[config.mk]
export PLATFORM = sky130hd
export DESIGN_NAME = mrfrb_cursor_ctl
export DESIGN_NICKNAME = d
export VERILOG_FILES = /design/src/hw/rtl/mrfrb_pkg.sv /design/src/hw/rtl/mrfrb_cursor_ctl.sv
export SDC_FILE = /design/constraint.sdc
export NUM_CORES = 1
export LEC_CHECK = 0
export BUFFER_PORTS_ARGS = -buffer_cell sky130_fd_sc_hd__buf_2
export CORE_MARGIN = 3
export CORE_UTILIZATION = 39
export CTS_CLUSTER_DIAMETER = 200
export DETAILED_ROUTE_END_ITERATION = 10
export GPL_ROUTABILITY_DRIVEN = 0
export PLACE_DENSITY = 0.57
export SLEW_MARGIN = 20
export SYNTH_ARGS = -nofsm -noshare
export SYNTH_HDL_FRONTEND = slang
export SYNTH_SLANG_ARGS = --single-unit
[constraint.sdc]
create_clock -name clk -period 26.1 [get_ports clk]
set_input_delay 5.22 -clock clk [delete_from_list [all_inputs] [get_ports clk]]
set_output_delay 5.22 -clock clk [all_outputs]
set_load 0.01 [all_outputs]
[src/hw/rtl/mrfrb_pkg.sv]
// Shared definitions for the multi-reader frame ring buffer.
// Item kind codes and the result flag bundle; no dependencies.
package mrfrb_pkg;

	localparam logic [1:0] MODE_WRITE  = 2'd0;
	localparam logic [1:0] MODE_READ   = 2'd1;
	localparam logic [1:0] MODE_RESYNC = 2'd2;

	localparam int unsigned SAMPLE_W = 32;
	localparam int unsigned COUNT_W  = 32;
	localparam int unsigned READER_W = 3;

	typedef struct packed {
		logic had_data;
		logic skipped_ahead;
	} res_flags_t;

endpackage

[src/hw/rtl/mrfrb_cursor_ctl.sv]
// Write total, reader cursors and their slot trackers; decides each item.
// Depends on mrfrb_pkg.
module mrfrb_cursor_ctl #(
	parameter int unsigned DEPTH_FRAMES = 1024,
	parameter int unsigned READERS      = 8
) (
	input  logic                            clk,
	input  logic                            arst_n,
	input  logic                            go,
	input  logic [1:0]                      mode,
	input  logic [mrfrb_pkg::READER_W-1:0]  reader,
	output logic                            wr_en,
	output logic [$clog2(DEPTH_FRAMES)-1:0] wr_slot,
	output logic                            rd_en,
	output logic [$clog2(DEPTH_FRAMES)-1:0] rd_slot,
	output mrfrb_pkg::res_flags_t           flags
);
	import mrfrb_pkg::*;

	localparam int unsigned SW = $clog2(DEPTH_FRAMES);
	localparam int unsigned RW = (READERS > 1) ? $clog2(READERS) : 1;
	localparam logic [COUNT_W-1:0] DEPTH_C = COUNT_W'(DEPTH_FRAMES);
	localparam logic [SW-1:0] LAST_SLOT = SW'(DEPTH_FRAMES - 1);
	// slot of (2^32 - depth), where the jump target starts after reset
	localparam logic [SW-1:0] JSLOT_RST = SW'(64'd4294967296 % 64'(DEPTH_FRAMES));

	function automatic logic [SW-1:0] slot_inc(input logic [SW-1:0] s,
			input logic [COUNT_W-1:0] count);
		// the count wraps to zero, and slot zero goes with it
		if (count == '1 || s == LAST_SLOT) begin
			return '0;
		end
		return s + SW'(1);
	endfunction

	logic [COUNT_W-1:0] wt_q;
	logic [SW-1:0]      wslot_q;
	logic [SW-1:0]      jslot_q;
	logic [COUNT_W-1:0] cur_q   [READERS];
	logic [SW-1:0]      cslot_q [READERS];

	logic               present;
	logic [RW-1:0]      idx;
	logic [COUNT_W-1:0] cur_sel;
	logic [SW-1:0]      cslot_sel;
	logic [COUNT_W-1:0] lag;
	logic [COUNT_W-1:0] jump_total;
	logic               skip;
	logic               avail;
	logic [COUNT_W-1:0] tgt;
	logic [SW-1:0]      tslot;
	logic [COUNT_W-1:0] cur_nxt;
	logic [SW-1:0]      cslot_nxt;
	logic               do_write;
	logic               do_read;
	logic               do_resync;

	assign present    = {{(COUNT_W-READER_W){1'b0}}, reader} < COUNT_W'(READERS);
	assign idx        = RW'(reader);
	assign cur_sel    = present ? cur_q[idx] : '0;
	assign cslot_sel  = present ? cslot_q[idx] : '0;
	assign lag        = wt_q - cur_sel;
	assign jump_total = wt_q - DEPTH_C;
	assign skip       = lag > DEPTH_C;
	assign avail      = skip || (lag != '0);
	assign tgt        = skip ? jump_total : cur_sel;
	assign tslot      = skip ? jslot_q : cslot_sel;
	assign cur_nxt    = avail ? tgt + COUNT_W'(1) : tgt;
	assign cslot_nxt  = avail ? slot_inc(tslot, tgt) : tslot;

	assign do_write  = go && (mode == MODE_WRITE);
	assign do_read   = go && (mode == MODE_READ) && present;
	assign do_resync = go && (mode == MODE_RESYNC) && present;

	assign wr_en   = do_write;
	assign wr_slot = wslot_q;
	assign rd_en   = do_read && avail;
	assign rd_slot = tslot;
	assign flags.had_data      = present && avail;
	assign flags.skipped_ahead = present && skip;

	always_ff @(posedge clk or negedge arst_n) begin
		if (!arst_n) begin
			wt_q    <= '0;
			wslot_q <= '0;
			jslot_q <= JSLOT_RST;
		end else if (do_write) begin
			wt_q    <= wt_q + COUNT_W'(1);
			wslot_q <= slot_inc(wslot_q, wt_q);
			jslot_q <= slot_inc(jslot_q, jump_total);
		end
	end

	always_ff @(posedge clk or negedge arst_n) begin
		if (!arst_n) begin
			for (int i = 0; i < READERS; i++) begin
				cur_q[i]   <= '0;
				cslot_q[i] <= '0;
			end
		end else begin
			for (int i = 0; i < READERS; i++) begin
				if (idx == RW'(i)) begin
					if (do_read) begin
						cur_q[i]   <= cur_nxt;
						cslot_q[i] <= cslot_nxt;
					end else if (do_resync) begin
						cur_q[i]   <= wt_q;
						cslot_q[i] <= wslot_q;
					end
				end
			end
		end
	end

endmodule

# After elaboration in Yosys (flattened, before gate mapping)

Index checks and enable logic that the tools add are counted.

Add/subtract/negate cells: 7
$lt $le $gt $ge: 2
Eq/ne operators: 15
Mux-type cells: 25
Bitwise gates (word level): 1
Reductions and logical operators: 20

Operator list:

| operator                                                               | number |
|---|---|
| 32-bit two-way mux                                                     | 6 |
| 10-bit two-way mux                                                     | 12 |
| 32-bit binary-select mux with 3-bit select                             | 1 |
| 32-bit == test, second input constant                                  | 3 |
| 32-bit by 1-bit adder with 32-bit output, second input constant        | 2 |
| 32-bit by 11-bit > comparator with 1-bit output, second input constant | 1 |
| 32-bit nonzero test                                                    | 1 |
| 32-bit by 11-bit subtractor with 32-bit output, second input constant  | 1 |
| 32-bit subtractor                                                      | 1 |
| 10-bit by 1-bit adder with 10-bit output, second input constant        | 3 |
| 10-bit binary-select mux with 3-bit select                             | 1 |
| 10-bit == test, second input constant                                  | 3 |
| 2-bit AND reduction                                                    | 8 |
| 3-bit == test, second input constant                                   | 4 |
| 3-bit by 2-bit == test with 1-bit output, second input constant        | 2 |
| 1-bit two-way mux                                                      | 5 |
| 4-bit >= comparator, second input constant                             | 1 |
| 1-bit logical AND                                                      | 4 |
| 1-bit logical OR                                                       | 4 |
| 3-bit NOT with 4-bit output                                            | 1 |
| 3-bit by 1-bit == test with 1-bit output, second input constant        | 1 |
| 3-bit zero test                                                        | 1 |
| 2-bit by 1-bit == test with 1-bit output, second input constant        | 1 |
| 2-bit == test, second input constant                                   | 1 |
| 2 further kinds                                                        | 2 |

Bits in registers: 388
Bits of input ports: 8
Output and inout bits: 24
Logic and storage cells: 89

# Logic depth before layout (Yosys ltp)

Word-level depth: 13
Mapped depth: 34
Depth with buffers taken out: 27

# Worst setup path before layout

No wires, ideal clock.

Path type: input to output
Start point: in reader[2] (netlist name)
End point: out rd_slot[1]
Arrival: 10.609 ns
Data required time: 20.880 ns
Setup slack: 10.271 ns
Cell stages on the path: 21
Buffers on the path: 9
Cell sequence: clkbuf_1 inv_2 buf_2 buf_1 clkbuf_1 buf_1 mux2i_1 ha_1 clkbuf_1 a21oi_1 o21ai_0 a211oi_2 a211oi_1 or3_1 a21oi_1 nor4b_1 nand4b_2 buf_2 buf_2 clkbuf_1 o21ai_0

Word-level cells in the longest chain between the ends: 7
Elaborated cells on any way between the ends: 10
Classes of those cells: add/sub: 1; order compare: 1; mux: 7; bitwise: 1

RTL lines:

| what                                                  | line                                           | RTL |
|---|---|---|
| start: declaration                                    | mrfrb_cursor_ctl.sv:11                         | `input logic [mrfrb_pkg::READER_W-1:0] reader,` |
| 3-bit NOT with 4-bit output (not written as such) *   | mrfrb_cursor_ctl.sv:60, mrfrb_cursor_ctl.sv:61 |  |
| 32-bit binary-select mux with 3-bit select            | mrfrb_cursor_ctl.sv:60                         | `assign cur_sel = present ? cur_q[idx] : '0;` |
| 32-bit two-way mux (not written as such) (2 in a row) | mrfrb_cursor_ctl.sv:60                         |  |
| 32-bit subtractor                                     | mrfrb_cursor_ctl.sv:62                         | `assign lag = wt_q - cur_sel;` |
| 32-bit by 11-bit > comparator with 1-bit output       | mrfrb_cursor_ctl.sv:64                         | `assign skip = lag > DEPTH_C;` |
| 10-bit two-way mux *                                  | mrfrb_cursor_ctl.sv:67                         | `assign tslot = skip ? jslot_q : cslot_sel;` |
| end: declaration                                      | mrfrb_cursor_ctl.sv:15                         | `output logic [$clog2(DEPTH_FRAMES)-1:0] rd_slot,` |

Mark *: on every way between the ends. The rest lies on a longest branch, timed or not. The select of a mux whose other input is x is not followed.

# Final worst setup path

Start point: in reader[0] (netlist name)
End point: out rd_slot[5]

The elaborated chain is that of the path after synthesis.

==> flow_summary.toml <==
[clocking]
clkLatencyLatePin_ns = 0.58
cts-htree-levels = 2
cts-root-buf = "clkbuf_16"
cts.sinks = 388
cts_hold_buf = 0
cts_tree = "yes"
ctsLongestPathBuffers = 3
cts_buffers = 44
path_clk_slew_ns = 0.06
cts-resized-gates = 0
post_cts_buffers = 0

[yosys]
synthSimpleGateAreaFrac_pct = 15.7
synth-xor-area-share_pct = 3.69
yosys.area_share.adder_pct = 2.23
synth_top_family_by_area = "multiplexers"
synth_warnings = 0
synthMuxAreaShare_pct = 19.4
yosys-top-cells-area = "dfrtp_1 (43%), mux4_2 (8.3%), mux2_2 (8.1%)"
syn_nets = 2260
synth_seq_cells = 388
netlist_top_cells_count = "dfrtp_1 (388), nand2_1 (317), o21ai_0 (179)"
ys_seq_area_share_pct = 42.7
syn_avg_cell_area_um2 = 10.3
synth_top_area_share_pct = 42.7
synth_cell_types = 96
synthFlopType = "dfrtp_1"
synthCells = 2212
synth-compound-area-share_pct = 13.3
yosysTopAreaCell = "dfrtp_1"
syn_area_um2 = 22800
synth_most_common_cell = "dfrtp_1"
synth-edff-count = 0
async_reset_ff_share_pct = 100

[finish]
fin_cells = 2962
postLayoutCoreUtil_pct = 44.0
final_nets = 2218
fillers = 5414
area_growth_syn_to_layout_pct = 10.1
drive_gt1_share_pct = 19.5

[drt]
wl_per_cell_um = 21.7
wl_met2_mm = 28.2
dr.first_iter.drc_count = 1521
firstDrtPassIters = 5
top_layer = "met4"
met1_length_mm = 30.4
vias = 17500
via_per_inst = 5.91
drc = 0
dr_wl_met3_mm = 4.11
postRouteAntennaNets = 0
drt-total-wl_mm = 64.4

[worst_hold_path]
hold_path.class = "reg -> reg"
hold_depth = 2

[grt]
grt_pass1_wl_mm = 102
grt-ovfl-total = 0
grt_pass1_vias = 17400
grt_antenna_before_repair = 0
grt_use_total_pct = 21.1
grt_max_degree = 168

[sta]
fin_ws_ns = 9.30
relSlewSlack_pct = 22.6
finalHoldViolCount = 0
post-route-min-period_ns = 16.80
fin_skew_ns = 0.0247
tightestPinTransition_ns = 1.13
maxClockFrequency_ghz = 0.0595
final-max-slew-violation-count = 0
setup_viol = 0
fin_crit_sh_pct = 64.4
rsz0062_at_grt = "false"
tns_ns = 0

[critical_path]
end_kind = "output port"
rrSetupSlack_ns = 16.99
worstSetupStartpoint = "reader[0]"
cp.required_ns = 20.88
r2r_end = "cur_q[218]"
crit_family = "compound AO/OA/AOI/OAI gates"
crit_buf_inv = 4
cp-start-kind = "primary input"
endpoint = "rd_slot[5]"
critPathMaxFanout = 52
cp.depth = 16
crit_chain = "buf_6 -> buf_4 -> mux4_2 -> mux2i_1 -> ha_1 -> nor2b_1 -> o2111ai_1 -> nand2_1 -> a2111oi_0 -> nor3_1 -> a2111o_1 -> a2111oi_2 -> nand4b_4 -> mux2i_1 -> inv_1 -> buf_2"
worst-r2r-cell-count = 24
regToRegStartpoint = "cur_q[137]"
slowest_stage = "buf_4"
cpMostUsedCell = "mux2i_1"
critPathKind = "in -> out"
cp_data_arrival_time_ns = 11.58
slowest_delay_ns = 0.77

[floorplanning]
placeableCoreArea_um2 = 57000
ioPinCount = 32
dieHeight_um = 248
floorplan.die_area_um2 = 61300
start_util_pct = 39.9
rows = 87
die-width_um = 248

[power_and_ir_drop]
p_leak_uw = 0.0108
vdd_drop_max_mv = 0.0407
power_density_nw_per_um2 = 74.4

[status]
status = "finished, final reports clean"

[placement]
portBuffers = 31
place_ws_ns = 9.30
dp_hpwl_mm = 43.6
dp.cells = 2880

[flow_run]
maxCapViolations = 0
## per-stage QoR
step / hold WS (ns) / total power [uW] / instance area, um2
6_report: 0.474 / 1860 / 25100
5_1_grt: 0.502 / 1970 / 25100
3_3_place_gp: 0.457 / 1200 / 23500
3_5_place_dp: 0.464 / 1210 / 23500
4_1_cts: 0.479 / 1880 / 25100
2_1_floorplan: 0.443 / 1080 / 22800
## where the power goes
group	switching, uW	total (uW)	internal [uW]
combinational	267	465	198
clock	256	654	398
sequential	59.3	746	686
total	582	1860	1280
## registers in the layout, indices dropped and copies added (netlist names)
name,cells
cur_q,256
wr_slot,10
cslot_q,80
wt_q,32
jslot_q,10
## logic make-up (layout without fill, tap and decap cells)
logic type,Yosys count,in the layout
compound gates,468,468
xor+xnor,96,96
fa+ha+maj,40,40
buf+inv,167,160
flops,388,388
mux,314,314
other cells,0,1
simple gates,739,739
## worst reg2reg max path, cell delays in order (launching register included)
cell,delay (ns)
dfrtp_1,0.37
mux4_2,0.46
mux2i_1,0.72
ha_1,0.46
a21oi_1,0.29
o21ai_0,0.18
a21oi_1,0.42
a211oi_1,0.22
and4_1,0.25
a2111oi_1,0.65
nor4_1,0.19
nand4b_4,0.39
buf_4,0.71
nand2_1,0.13
o21ai_0,0.11
ha_1,0.47
nand4_1,0.26
nor4_1,0.52
nor2b_1,0.52
nand3_1,0.23
and4b_1,0.28
o2111a_1,0.23
nor4_1,0.26
nand2_1,0.29
mux2_2,0.36
## layout make-up
class / instances / area [um2] / share of cell area [%]
inverter: 25 / 93.8 / 0.374
sequential: 388 / 9710 / 38.7
timing repair buffer: 54 / 359 / 1.43
antenna: 1 / 2.50 / 0.00998
multi-input combinational: 1657 / 12400 / 49.5
clock buffer: 60 / 1250 / 4.99
clock inverter: 21 / 297 / 1.18
tap: 756 / 946 / 3.77
## worst min path at each step
stage	start	endpoint	slack [ns]
floorplan	cur_q[181]	cur_q[181]	0.44
global placement	cur_q[151]	cur_q[151]	0.46
detailed placement	cur_q[181]	cur_q[181]	0.46
CTS	cur_q[181]	cur_q[181]	0.48
global route	cur_q[95]	cur_q[95]	0.50
finish	cur_q[147]	cur_q[147]	0.47
## layout by cell type, fill, tap and decap left out, drive strengths merged, types with 23 or more instances in the layout
cell	n
dfrtp	388
nand2	318
o21ai	222
mux2	164
nor2	129
mux4	84
a21oi	67
mux2i	66
nand3	60
clkbuf	60
xnor2	59
buf	54
nor3	44
ha	39
xor2	37
nand4	28
inv	28
and3	24
or3	24
nor4	23
## metal layers
| metal | track usage, % | vias to the layer above |
|---|---|---|
| met5 | 0 | - |
| met4 | 6.28 | 0 |
| met3 | 3.62 | 113 |
| met2 | 31.9 | 561 |
| met1 | 31.2 | 8820 |
| li1 | - | 8012 |
Power figures use the tool's default switching activity.
